--- src/design/rswm_pkg.sv ---
package rswm_pkg;

  // Window lengths and song length
  localparam int OC_WINDOW    = 8;
  localparam int CLIFF_WINDOW = 8;
  localparam int SONG_LENGTH  = 49;

  // Field widths
  localparam int CLIFF_W     = 12;
  localparam int PERIOD_W    = 16;
  localparam int TIME_W      = 20;
  localparam int MODE_W      = 2;
  localparam int NOTE_W      = 6;
  localparam int NUM_CLIFF   = 4;
  localparam int OC_SUM_W    = $clog2(OC_WINDOW + 1);
  localparam int CLIFF_SUM_W = CLIFF_W + $clog2(CLIFF_WINDOW + 1);
  localparam int SONG_POS_W  = (SONG_LENGTH > 1) ? $clog2(SONG_LENGTH) : 1;

  // Register reset values
  localparam logic [CLIFF_W-1:0]  THRESHOLD_RST  = CLIFF_W'(1000);
  localparam logic [PERIOD_W-1:0] RUN_PERIOD_RST = PERIOD_W'(100);
  localparam logic [PERIOD_W-1:0] SONG_PERIOD_RST = PERIOD_W'(500);
  localparam logic [TIME_W-1:0]   ABORT_TIME_RST = TIME_W'(120000);

  // Configuration register indexes
  localparam logic [1:0] REG_CLIFF_THRESHOLD = 2'd0;
  localparam logic [1:0] REG_RUN_PERIOD      = 2'd1;
  localparam logic [1:0] REG_SONG_PERIOD     = 2'd2;
  localparam logic [1:0] REG_ABORT_TIME      = 2'd3;

  // Reported mode codes
  localparam logic [MODE_W-1:0] MODE_CODE_RUN  = 2'd0;
  localparam logic [MODE_W-1:0] MODE_CODE_STOP = 2'd1;
  localparam logic [MODE_W-1:0] MODE_CODE_DONE = 2'd2;

  typedef enum logic [2:0] {
    MODE_RUN  = 3'b001,
    MODE_STOP = 3'b010,
    MODE_DONE = 3'b100
  } mode_t;

  typedef struct packed {
    logic                              drop_l;
    logic                              drop_r;
    logic                              oc_l;
    logic                              oc_r;
    logic [NUM_CLIFF-1:0][CLIFF_W-1:0] cliff;
  } sensor_t;

  typedef struct packed {
    logic drop;
    logic oc;
    logic cliff;
  } danger_t;

  // floor(1.5 * thr), saturated to the sample range
  function automatic logic [CLIFF_W-1:0] cliff_preload(input logic [CLIFF_W-1:0] thr);
    logic [CLIFF_W:0] p;
    p = {1'b0, thr} + {2'b00, thr[CLIFF_W-1:1]};
    return p[CLIFF_W] ? {CLIFF_W{1'b1}} : p[CLIFF_W-1:0];
  endfunction

endpackage

--- src/design/rswm_windows.sv ---
module rswm_windows import rswm_pkg::*; (
  input  logic                clk,
  input  logic                rst,
  input  logic                step,       // advance all windows with smp
  input  sensor_t             smp,
  input  logic                reload,     // threshold write: refill cliff windows
  input  logic [CLIFF_W-1:0]  new_thr,
  input  logic [CLIFF_W-1:0]  thr,
  output danger_t             danger
);

  logic [OC_WINDOW-1:0] oc_win_l, oc_win_l_next;
  logic [OC_WINDOW-1:0] oc_win_r, oc_win_r_next;
  logic [OC_SUM_W-1:0]  oc_sum_l, oc_sum_l_next;
  logic [OC_SUM_W-1:0]  oc_sum_r, oc_sum_r_next;

  logic [NUM_CLIFF-1:0][CLIFF_WINDOW-1:0][CLIFF_W-1:0] cl_win, cl_win_next;
  logic [NUM_CLIFF-1:0][CLIFF_SUM_W-1:0]               cl_sum, cl_sum_next;

  logic [CLIFF_W-1:0]     pre_rst, pre_new;
  logic [CLIFF_SUM_W-1:0] limit;
  logic                   cliff_hit;

  assign pre_rst = cliff_preload(THRESHOLD_RST);
  assign pre_new = cliff_preload(new_thr);
  assign limit   = CLIFF_SUM_W'(thr) * CLIFF_SUM_W'(CLIFF_WINDOW);

  // Windows are shift lines: entry 0 newest, top entry leaves next
  always_comb begin
    for (int i = OC_WINDOW - 1; i > 0; i--) begin
      oc_win_l_next[i] = oc_win_l[i-1];
      oc_win_r_next[i] = oc_win_r[i-1];
    end
    oc_win_l_next[0] = smp.oc_l;
    oc_win_r_next[0] = smp.oc_r;
    oc_sum_l_next = oc_sum_l - OC_SUM_W'(oc_win_l[OC_WINDOW-1]) + OC_SUM_W'(smp.oc_l);
    oc_sum_r_next = oc_sum_r - OC_SUM_W'(oc_win_r[OC_WINDOW-1]) + OC_SUM_W'(smp.oc_r);

    cliff_hit = 1'b0;
    for (int c = 0; c < NUM_CLIFF; c++) begin
      for (int i = CLIFF_WINDOW - 1; i > 0; i--) begin
        cl_win_next[c][i] = cl_win[c][i-1];
      end
      cl_win_next[c][0] = smp.cliff[c];
      cl_sum_next[c] = cl_sum[c] - CLIFF_SUM_W'(cl_win[c][CLIFF_WINDOW-1])
                     + CLIFF_SUM_W'(smp.cliff[c]);
      if (cl_sum_next[c] <= limit) begin
        cliff_hit = 1'b1;
      end
    end

    danger.drop  = smp.drop_l | smp.drop_r;
    danger.oc    = ({oc_sum_l_next, 1'b0} >= (OC_SUM_W + 1)'(OC_WINDOW)) ||
                   ({oc_sum_r_next, 1'b0} >= (OC_SUM_W + 1)'(OC_WINDOW));
    danger.cliff = cliff_hit;
  end

  always_ff @(posedge clk) begin
    if (rst) begin
      oc_win_l <= '0;
      oc_win_r <= '0;
      oc_sum_l <= '0;
      oc_sum_r <= '0;
      for (int c = 0; c < NUM_CLIFF; c++) begin
        for (int i = 0; i < CLIFF_WINDOW; i++) begin
          cl_win[c][i] <= pre_rst;
        end
        cl_sum[c] <= CLIFF_SUM_W'(pre_rst) * CLIFF_SUM_W'(CLIFF_WINDOW);
      end
    end else begin
      if (step) begin
        oc_win_l <= oc_win_l_next;
        oc_win_r <= oc_win_r_next;
        oc_sum_l <= oc_sum_l_next;
        oc_sum_r <= oc_sum_r_next;
      end
      if (reload) begin
        for (int c = 0; c < NUM_CLIFF; c++) begin
          for (int i = 0; i < CLIFF_WINDOW; i++) begin
            cl_win[c][i] <= pre_new;
          end
          cl_sum[c] <= CLIFF_SUM_W'(pre_new) * CLIFF_SUM_W'(CLIFF_WINDOW);
        end
      end else if (step) begin
        cl_win <= cl_win_next;
        cl_sum <= cl_sum_next;
      end
    end
  end

endmodule

--- src/design/robot_safety_window_monitor.sv ---
// Path: an accepted input beat passes the input register, then the result
//   register, on its way to its result beat.
// Throughput: one beat per cycle; the input register moves on whenever the
//   result register is empty or being taken, so both sides run back to back.
// Reset (rst, synchronous, active high): registers to their defaults, mode
//   running, overcurrent windows clear, cliff windows preloaded to 1.5 x threshold.
module robot_safety_window_monitor import rswm_pkg::*; (
  input  logic        clk,
  input  logic        rst,
  // sensor poll stream
  input  logic        s_axis_tvalid,
  output logic        s_axis_tready,
  // [0] wheel_drop_left, [1] wheel_drop_right, [2] overcurrent_left,
  // [3] overcurrent_right, [15:4] cliff_left, [27:16] cliff_right,
  // [39:28] cliff_front_left, [51:40] cliff_front_right,
  // [52] advance_button, [72:53] elapsed_ms, [79:73] zero
  input  logic [79:0] s_axis_tdata,
  // result stream
  output logic        m_axis_tvalid,
  input  logic        m_axis_tready,
  // [1:0] mode, [2] drive_stop, [3] led_red, [4] play_note, [10:5] note_index,
  // [11] drop_hazard, [12] overcurrent_hazard, [13] cliff_detected, [15:14] zero
  output logic [15:0] m_axis_tdata,
  // register writes
  input  logic        cfg_valid,
  output logic        cfg_ready,
  input  logic [1:0]  cfg_index,
  input  logic [19:0] cfg_data
);

  // config registers
  logic [CLIFF_W-1:0]  cliff_threshold;
  logic [PERIOD_W-1:0] run_period_ms;
  logic [PERIOD_W-1:0] song_period_ms;
  logic [TIME_W-1:0]   abort_time_ms;

  // input stage
  logic              s1_valid;
  sensor_t           s1_smp;
  logic              s1_adv;
  logic [TIME_W-1:0] s1_elapsed;

  // control state
  mode_t                 mode, mode_next;
  logic [SONG_POS_W-1:0] song_pos, song_pos_next;

  // result stage
  logic        out_valid;
  logic [15:0] out_data, out_data_next;

  logic    fire, cfg_wr, thr_wr, step;
  logic    abort_run, abort_song;
  danger_t danger, flags;
  logic    drive_stop, led_red, play_note;
  logic [NOTE_W-1:0] note_index;
  logic [MODE_W-1:0] mode_code;

  // input stage moves into the result register when that is free or taken
  assign fire          = s1_valid && (!out_valid || m_axis_tready);
  assign s_axis_tready = !s1_valid || fire;
  assign m_axis_tvalid = out_valid;
  assign m_axis_tdata  = out_data;

  assign cfg_ready = 1'b1;
  assign cfg_wr    = cfg_valid && cfg_ready;
  assign thr_wr    = cfg_wr && (cfg_index == REG_CLIFF_THRESHOLD);

  // abort compare without wrap
  assign abort_run  = ({1'b0, s1_elapsed} + (TIME_W + 1)'(run_period_ms))
                      >= {1'b0, abort_time_ms};
  assign abort_song = ({1'b0, s1_elapsed} + (TIME_W + 1)'(song_period_ms))
                      >= {1'b0, abort_time_ms};

  rswm_windows u_windows (
    .clk     (clk),
    .rst     (rst),
    .step    (step),
    .smp     (s1_smp),
    .reload  (thr_wr),
    .new_thr (cfg_data[CLIFF_W-1:0]),
    .thr     (cliff_threshold),
    .danger  (danger)
  );

  // mode sequencing for the beat in the input stage
  always_comb begin
    mode_next     = mode;
    song_pos_next = song_pos;
    step          = 1'b0;
    flags         = '0;
    drive_stop    = 1'b0;
    led_red       = 1'b0;
    play_note     = 1'b0;
    note_index    = '0;
    unique case (mode)
      MODE_RUN: begin
        if (abort_run) begin
          mode_next  = MODE_DONE;
          drive_stop = 1'b1;
          led_red    = 1'b1;
        end else begin
          step  = fire;
          flags = danger;
          if (danger.drop || danger.oc || danger.cliff) begin
            mode_next  = MODE_STOP;
            drive_stop = 1'b1;
          end
        end
      end
      MODE_STOP: begin
        if (s1_adv) begin
          // resume, with the danger check in the same poll
          step      = fire;
          flags     = danger;
          mode_next = MODE_RUN;
          if (danger.drop || danger.oc || danger.cliff) begin
            mode_next  = MODE_STOP;
            drive_stop = 1'b1;
          end
        end else if (abort_song) begin
          mode_next  = MODE_DONE;
          drive_stop = 1'b1;
          led_red    = 1'b1;
        end else begin
          play_note     = 1'b1;
          note_index    = NOTE_W'(song_pos);
          song_pos_next = (song_pos == SONG_POS_W'(SONG_LENGTH - 1)) ? '0 : song_pos + 1'b1;
        end
      end
      default: begin
        // done: latched for good
        mode_next = MODE_DONE;
      end
    endcase

    unique case (mode_next)
      MODE_RUN:  mode_code = MODE_CODE_RUN;
      MODE_STOP: mode_code = MODE_CODE_STOP;
      default:   mode_code = MODE_CODE_DONE;
    endcase

    out_data_next = {2'b00, flags.cliff, flags.oc, flags.drop, note_index,
                     play_note, led_red, drive_stop, mode_code};
  end

  // config register file
  always_ff @(posedge clk) begin
    if (rst) begin
      cliff_threshold <= THRESHOLD_RST;
      run_period_ms   <= RUN_PERIOD_RST;
      song_period_ms  <= SONG_PERIOD_RST;
      abort_time_ms   <= ABORT_TIME_RST;
    end else if (cfg_wr) begin
      unique case (cfg_index)
        REG_CLIFF_THRESHOLD: cliff_threshold <= cfg_data[CLIFF_W-1:0];
        REG_RUN_PERIOD:      run_period_ms   <= cfg_data[PERIOD_W-1:0];
        REG_SONG_PERIOD:     song_period_ms  <= cfg_data[PERIOD_W-1:0];
        REG_ABORT_TIME:      abort_time_ms   <= cfg_data[TIME_W-1:0];
        default: ;
      endcase
    end
  end

  // input stage
  always_ff @(posedge clk) begin
    if (rst) begin
      s1_valid <= 1'b0;
    end else if (s_axis_tready) begin
      s1_valid <= s_axis_tvalid;
    end
  end

  always_ff @(posedge clk) begin
    if (s_axis_tvalid && s_axis_tready) begin
      s1_smp.drop_l   <= s_axis_tdata[0];
      s1_smp.drop_r   <= s_axis_tdata[1];
      s1_smp.oc_l     <= s_axis_tdata[2];
      s1_smp.oc_r     <= s_axis_tdata[3];
      s1_smp.cliff[0] <= s_axis_tdata[15:4];
      s1_smp.cliff[1] <= s_axis_tdata[27:16];
      s1_smp.cliff[2] <= s_axis_tdata[39:28];
      s1_smp.cliff[3] <= s_axis_tdata[51:40];
      s1_adv          <= s_axis_tdata[52];
      s1_elapsed      <= s_axis_tdata[72:53];
    end
  end

  // control state and result register
  always_ff @(posedge clk) begin
    if (rst) begin
      mode      <= MODE_RUN;
      song_pos  <= '0;
      out_valid <= 1'b0;
    end else begin
      if (fire) begin
        mode     <= mode_next;
        song_pos <= song_pos_next;
      end
      if (fire) begin
        out_valid <= 1'b1;
      end else if (m_axis_tready) begin
        out_valid <= 1'b0;
      end
    end
  end

  always_ff @(posedge clk) begin
    if (fire) begin
      out_data <= out_data_next;
    end
  end

endmodule
--- config.mk ---
export PLATFORM = sky130hd
export DESIGN_NAME = robot_safety_window_monitor
export DESIGN_NICKNAME = d
export VERILOG_FILES = /design/src/design/rswm_pkg.sv /design/src/design/rswm_windows.sv /design/src/design/robot_safety_window_monitor.sv
export SDC_FILE = /design/constraint.sdc
export NUM_CORES = 2
export LEC_CHECK = 0
export BUFFER_PORTS_ARGS = -buffer_cell sky130_fd_sc_hd__buf_2
export CORE_MARGIN = 8
export CORE_UTILIZATION = 30
export CTS_BUF_LIST = sky130_fd_sc_hd__clkbuf_4 sky130_fd_sc_hd__clkbuf_8 sky130_fd_sc_hd__clkbuf_16
export DETAILED_ROUTE_END_ITERATION = 7
export GPL_ROUTABILITY_DRIVEN = 0
export PLACE_DENSITY_LB_ADDON = 0.1
export SLEW_MARGIN = 5
export SYNTH_ARGS = -nofsm -noshare
export SYNTH_HDL_FRONTEND = slang
export SYNTH_HIERARCHICAL = 1
export SYNTH_SLANG_ARGS = --single-unit
--- constraint.sdc ---
create_clock -name clk -period 12.4 [get_ports clk]
set_input_delay 0.62 -clock clk [delete_from_list [all_inputs] [get_ports clk]]
set_output_delay 0.62 -clock clk [all_outputs]
set_load 0.01 [all_outputs]
Word-level counts from Yosys, hierarchy flattened
Index checks and enable logic that the tools add are counted.
{"block": "totals", "register_bits": 634, "input_bits": 107, "out_inout_bits": 19, "elab_cells": 156}
{"block": "op_classes", "addsub": 16, "magnitude_cmp": 8, "eq_ne": 8, "muxes": 34, "n_bitwise": 4, "n_reduce_logical": 21}
{"cell": "$mux 384", "count": 2}
{"cell": "$mux 63", "count": 2}
{"cell": "$add 16x12->16", "count": 4}
{"cell": "$le 16x15->1", "count": 4}
{"cell": "$sub 16x12->16", "count": 4}
{"cell": "$add 20x16->21", "count": 2}
{"cell": "$ge 21x20->1", "count": 2}
{"cell": "$mux 3", "count": 6}
{"cell": "$mux 1", "count": 15}
{"cell": "$add 12x11->13", "count": 1}
{"cell": "$mux 12", "count": 1}
{"cell": "$pmux 3 s2", "count": 2}
{"cell": "$ge 5x4->1 const B", "count": 2}
{"cell": "$add 4x1->4", "count": 2}
{"cell": "$reduce_and 2->1", "count": 4}
{"cell": "$sub 4x1->4", "count": 2}
{"cell": "$add 6x1->6 const B", "count": 1}
{"cell": "$eq 3x1->1 const B", "count": 2}
{"cell": "$eq 3x2->1 const B", "count": 2}
{"cell": "$eq 6x6->1 const B", "count": 1}
{"cell": "$mux 6", "count": 1}
{"cell": "$pmux 1 s2", "count": 3}
{"cell": "$logic_or 1x1->1", "count": 5}
{"cell": "$eq 2x2->1 const B", "count": 2}
{"cell": "12 further kinds", "count": 19}

Depth between registers and ports, before layout
{"block": "depth", "depth_word": 13, "mapped_depth": 28, "mapped_depth_nobuf": 27}

Cells and area by module
Netlist, hierarchy kept.
{"mod": "rswm_windows", "instances": 1, "cells_per_inst": 2600, "area_each_um2": 24267.0, "seq_area_each_um2": 9449.1}
{"mod": "robot_safety_window_monitor", "instances": 1, "cells_per_inst": 784, "area_each_um2": 8085.3, "seq_area_each_um2": 4113.9}

Least setup slack after synthesis
No wires, ideal clock.
{"block": "synth_timing", "path_kind": "register to register", "start": "register s1_elapsed[0]", "end": "register u_windows/cl_win[189] in the netlist's numbering", "setup_ns": 0.133, "arrival_ns": 5.221, "t_required_ns": 12.267, "slack_ns": 7.046, "stages_incl_launch_ff": 26, "path_buffers": 4, "synth_period_minus_slack_ns": 5.354, "cell_sequence": "edfxtp_1 ha_1 inv_1 fa_1 nand2b_1 a21oi_1 a21oi_1 o2bb2ai_1 o21ai_1 a21oi_1 nor2_1 xor2_1 ha_1 o21a_1 o21a_1 o21ai_0 a31oi_1 a221oi_1 a21boi_1 a2111oi_2 buf_2 buf_1 buf_2 buf_1 mux2i_1 a21oi_1"}
{"block": "synth_via", "elab_chain_len": 5}
{"item": "start, declared", "line": "robot_safety_window_monitor.sv:41", "rtl": "logic [TIME_W-1:0] s1_elapsed;"}
{"item": "start signal, assigned", "line": "robot_safety_window_monitor.sv:184", "rtl": "s1_elapsed <= s_axis_tdata[72:53];"}
{"item": "$add 20x16->21", "line": "robot_safety_window_monitor.sv:69", "rtl": "assign abort_run = ({1'b0, s1_elapsed} + (TIME_W + 1)'(run_period_ms))"}
{"item": "$ge 21x20->1", "line": "robot_safety_window_monitor.sv:70", "rtl": ">= {1'b0, abort_time_ms};"}
{"item": "$mux 1", "line": "robot_safety_window_monitor.sv:97", "rtl": "if (abort_run) begin"}
{"item": "$pmux 1 s2", "line": "robot_safety_window_monitor.sv:95", "rtl": "unique case (mode)"}
{"item": "net step", "line": "robot_safety_window_monitor.sv:51", "rtl": "logic fire, cfg_wr, thr_wr, step;"}
{"item": "$reduce_bool 2->1 (no source line)"}
{"item": "end signal, assigned by index", "line": "rswm_windows.sv:66", "rtl": "cl_win[c][i] <= pre_rst;"}
{"item": "end signal, assigned by index", "line": "rswm_windows.sv:80", "rtl": "cl_win[c][i] <= pre_new;"}
{"item": "end signal, assigned", "line": "rswm_windows.sv:85", "rtl": "cl_win <= cl_win_next;"}
{"item": "end, declared", "line": "rswm_windows.sv:17", "rtl": "logic [NUM_CLIFF-1:0][CLIFF_WINDOW-1:0][CLIFF_W-1:0] cl_win, cl_win_next;"}
The timed path passes the listed nets, and every way through them passes these cells.
A chain may end at the register's enable or synchronous reset.

Worst setup path in the final report
{"block": "layout_timing", "start": "register s1_elapsed[0]", "end": "register u_windows/cl_sum[20] in the netlist's numbering"}
{"block": "layout_via", "elab_chain_len": 5}
{"item": "$add 20x16->21", "line": "robot_safety_window_monitor.sv:69"}
{"item": "$ge 21x20->1", "line": "robot_safety_window_monitor.sv:70"}
{"item": "$mux 1", "line": "robot_safety_window_monitor.sv:97"}
{"item": "$pmux 1 s2", "line": "robot_safety_window_monitor.sv:95"}
{"item": "net step", "line": "robot_safety_window_monitor.sv:51"}
{"item": "$reduce_bool 2->1 (no source line)"}
{"item": "end signal, assigned by index", "line": "rswm_windows.sv:68", "rtl": "cl_sum[c] <= CLIFF_SUM_W'(pre_rst) * CLIFF_SUM_W'(CLIFF_WINDOW);"}
{"item": "end signal, assigned by index", "line": "rswm_windows.sv:82", "rtl": "cl_sum[c] <= CLIFF_SUM_W'(pre_new) * CLIFF_SUM_W'(CLIFF_WINDOW);"}
{"item": "end signal, assigned", "line": "rswm_windows.sv:86", "rtl": "cl_sum <= cl_sum_next;"}
{"item": "end, declared", "line": "rswm_windows.sv:18", "rtl": "logic [NUM_CLIFF-1:0][CLIFF_SUM_W-1:0] cl_sum, cl_sum_next;"}
The timed path passes the listed nets, and every way through them passes these cells.

==> results.py <==
metrics = {
    "sta": {
        "drv_slew": 0,
        "rsz0062_at_grt": "false",
        "report.final.hold_viol_count": 0,
        "timing.fmax_ghz": 0.134,
        "period_share_pct": 60.3,
        "setup_viol": 0,
        "tightest_slew_ns": 1.09,
        "finalClockSkew_ns": 0.0334,
        "fin_setup_tns_ns": 0,
        "relSlewSlack_pct": 27.6,
        "fin_crit_ns": 7.47,
    },
    "floorplanning": {
        "coreArea_um2": 107000,
        "die_y_um": 344,
        "die_w_um": 344,
        "die-area_um2": 119000,
        "io_pins": 126,
        "initial_core_util_pct": 30.2,
        "rows": 120,
    },
    "yosys": {
        "syn_area_um2": 32400,
        "synth-main-ff-cell": "dfxtp_1",
        "yosysSeqAreaShare_pct": 41.9,
        "yosysTopAreaCell": "dfxtp_1",
        "ys_warn_count": 6,
        "yosysTopAreaCellShare_pct": 33.8,
        "synth_cells": 3384,
        "ys_top_cells_by_area": "dfxtp_1, mux2i_1, edfxtp_1, ha_1, o21ai_0",
        "synth_edf_count": 87,
        "synth_seq_cells": 634,
        "syn_avg_cell_area_um2": 9.56,
        "async_flop_share_pct": 0,
        "synth_cell_types": 80,
    },
    "global_route": {
        "grt_pass1_vias": 23500,
        "grt_usage_pct": 14.6,
        "grt_pass1_wl_mm": 137,
        "grt_overflow": 0,
        "grt_start_max_net_pins": 162,
        "grt_antenna_before_repair": 2,
    },
    "pwr": {
        "p_clk_share_pct": 41.5,
        "p_int_mw": 4.17,
        "p_total_mw": 5.84,
        "p_sw_share_pct": 28.5,
        "power.leakage_nw": 14.7,
        "seq_power_share_pct": 39.1,
        "switchingPower_mw": 1.66,
        "power_frac_comb_pct": 19.4,
        "irDropWorstVdd_v": 0.000100,
        "power_density_nw_per_um2": 158,
    },
    "cts": {
        "htree_levels": 3,
        "cts_resized": 0,
        "clock_path_buffers": 3,
        "clock-sinks": 634,
        "path_clk_slew_ns": 0.06,
        "postCtsHoldBufs": 0,
        "cts_root_buf": "clkbuf_16",
        "post_cts_buffers": 0,
        "cts_buffers": 81,
        "worstSkewPairLatency_ns": 0.64,
        "cts_tree": "yes",
    },
    "routing": {
        "vias": 23100,
        "drtIter0Drc": 1146,
        "ant_nets": 0,
        "firstDrtPassIters": 5,
        "wl_mm": 87.3,
        "drc_errors": 0,
        "wire_per_inst_um": 17.9,
        "via_per_inst": 4.72,
    },
    "final_layout": {
        "layout_commonest_cell": "dfxtp_1",
        "seq_area_um2": 13600,
        "nFillCells": 11000,
        "utilization_pct": 34.4,
        "layout-drive-gt1-share_pct": 13.0,
        "areaGrowthSynthToFinish_pct": 13.9,
        "final_cell_mix": "dfxtp_1, mux2i_1, o21ai_0, a21oi_1, inv_1",
        "fin_area_um2": 36800,
        "nets": 3781,
        "multi_input_area_um2": 16900,
        "diodes": 0,
    },
    "setup_path": {
        "cp_slowest_cell": "buf_4",
        "endpoint_kind": "flop",
        "crit_type": "flop to flop",
        "critPathRequiredTime_ns": 12.87,
        "critPathMaxStageDelay_ns": 0.87,
        "crit_top_cell": "a21oi_1",
        "crit_fanout": 61,
        "crit_family": "compound AO/OA/AOI/OAI gates",
        "cp.arrival_ns": 7.94,
        "ff2ff_setup_slack_ns": 4.93,
        "path_buf_inv": 4,
        "critPathLaunchType": "flop",
    },
    "hold_path": {
        "hold_class": "input pin to flop",
    },
    "place": {
        "portBuffers": 115,
        "dpl.hpwl_mm": 57.9,
        "placed_cell_area_um2": 34100,
    },
    "outcome": {
        "outcome": "finished, final reports clean",
    },
    "job": {
        "cap_viol_max_count": 0,
    },
}
==> metrics by stage <==
step	setup WS, ns	hold WS [ns]	instances
finish	4.93	0.153	4882
global route	4.18	0.0960	4882
CTS	4.83	0.0871	4882
detailed placement	4.86	0.449	4734
global placement	4.80	0.445	4734
floorplan	7.05	0.436	3385
==> power groups by stage <==
stage          clock, mW  combinational (mW)  sequential, mW
6_report            2.42                1.13            2.28
5_1_grt             2.60                1.29            2.30
4_1_cts             2.52                1.15            2.29
3_5_place_dp           0                1.15            2.33
3_3_place_gp           0                1.14            2.33
2_1_floorplan          0               0.854            2.30
==> cells in the mapped netlist, types with 53 or more instances <==
master	n
nor2_1	165
mux2i_1	312
fa_1	53
a21oi_1	306
clkbuf_1	133
o21ai_0	307
xnor2_1	72
inv_1	284
edfxtp_1	87
dfxtp_1	547
nand2_1	258
mux2_2	111
ha_1	207
==> layout make-up <==
cell class,instances,area share (%)
tap,1403,4.76
sequential,634,36.8
multi-input combinational,2271,45.8
timing repair buffer,139,2.11
clock inverter,25,0.713
inverter,287,2.94
clock buffer,123,6.86
==> worst reg2reg max path, delay by kind of cell, from the launching register on <==
family	cells	cell delay, ns
DFF	1	0.37
adders and majority gates	3	0.83
xor gates and xnor gates	1	0.16
and+or+nand+nor	3	0.43
AOI/OAI and AO/OA	14	3.24
buffers and inverters	4	2.30
==> registers in the layout, summed over array words and instances, names as in the netlist, 14 cells and up <==
name,flops
run_period_ms,16
u_windows/cl_sum,64
song_period_ms,16
abort_time_ms,20
s1_smp,52
u_windows/cl_win,384
s1_elapsed,20
m_axis_tdata,14
==> metal layers <==
metal | global-route usage [%] | wire (µm) | share of wire [%] | vias to the layer above
li1 | - | - | - | 11800
met1 | 18.6 | 40800 | 47 | 10900
met2 | 25.1 | 41800 | 48 | 274
met3 | 2.23 | 2310 | 2.6 | 129
met4 | 4.35 | 2370 | 2.7 | 0
met5 | 0 | 0 | 0 | -
==> worst paths after layout <==
| kind | start | endpoint | cells after the start |
|---|---|---|---|
| setup / recovery | s1_elapsed[0] | u_windows/cl_sum[20] | 25 |
| setup reg to reg | s1_elapsed[0] | u_windows/cl_sum[20] | 25 |
| hold / removal | s_axis_tdata[64] | s1_elapsed[11] | 1 |
| hold reg to reg | abort_time_ms[9] | abort_time_ms[9] | 2 |
==> cells by family (layout without fill, tap and decap cells) <==
group	after synthesis	after routing	synth area share (%)
fa+ha+maj	260	260	11.3
simple gates	627	627	8.91
other cells	2	3	0.0232
xor+xnor	108	108	2.97
mux	424	424	13.6
compound gates	849	849	15.3
flops	634	634	41.9
buf+inv	480	574	6.03
Power figures use the tool's default switching activity.
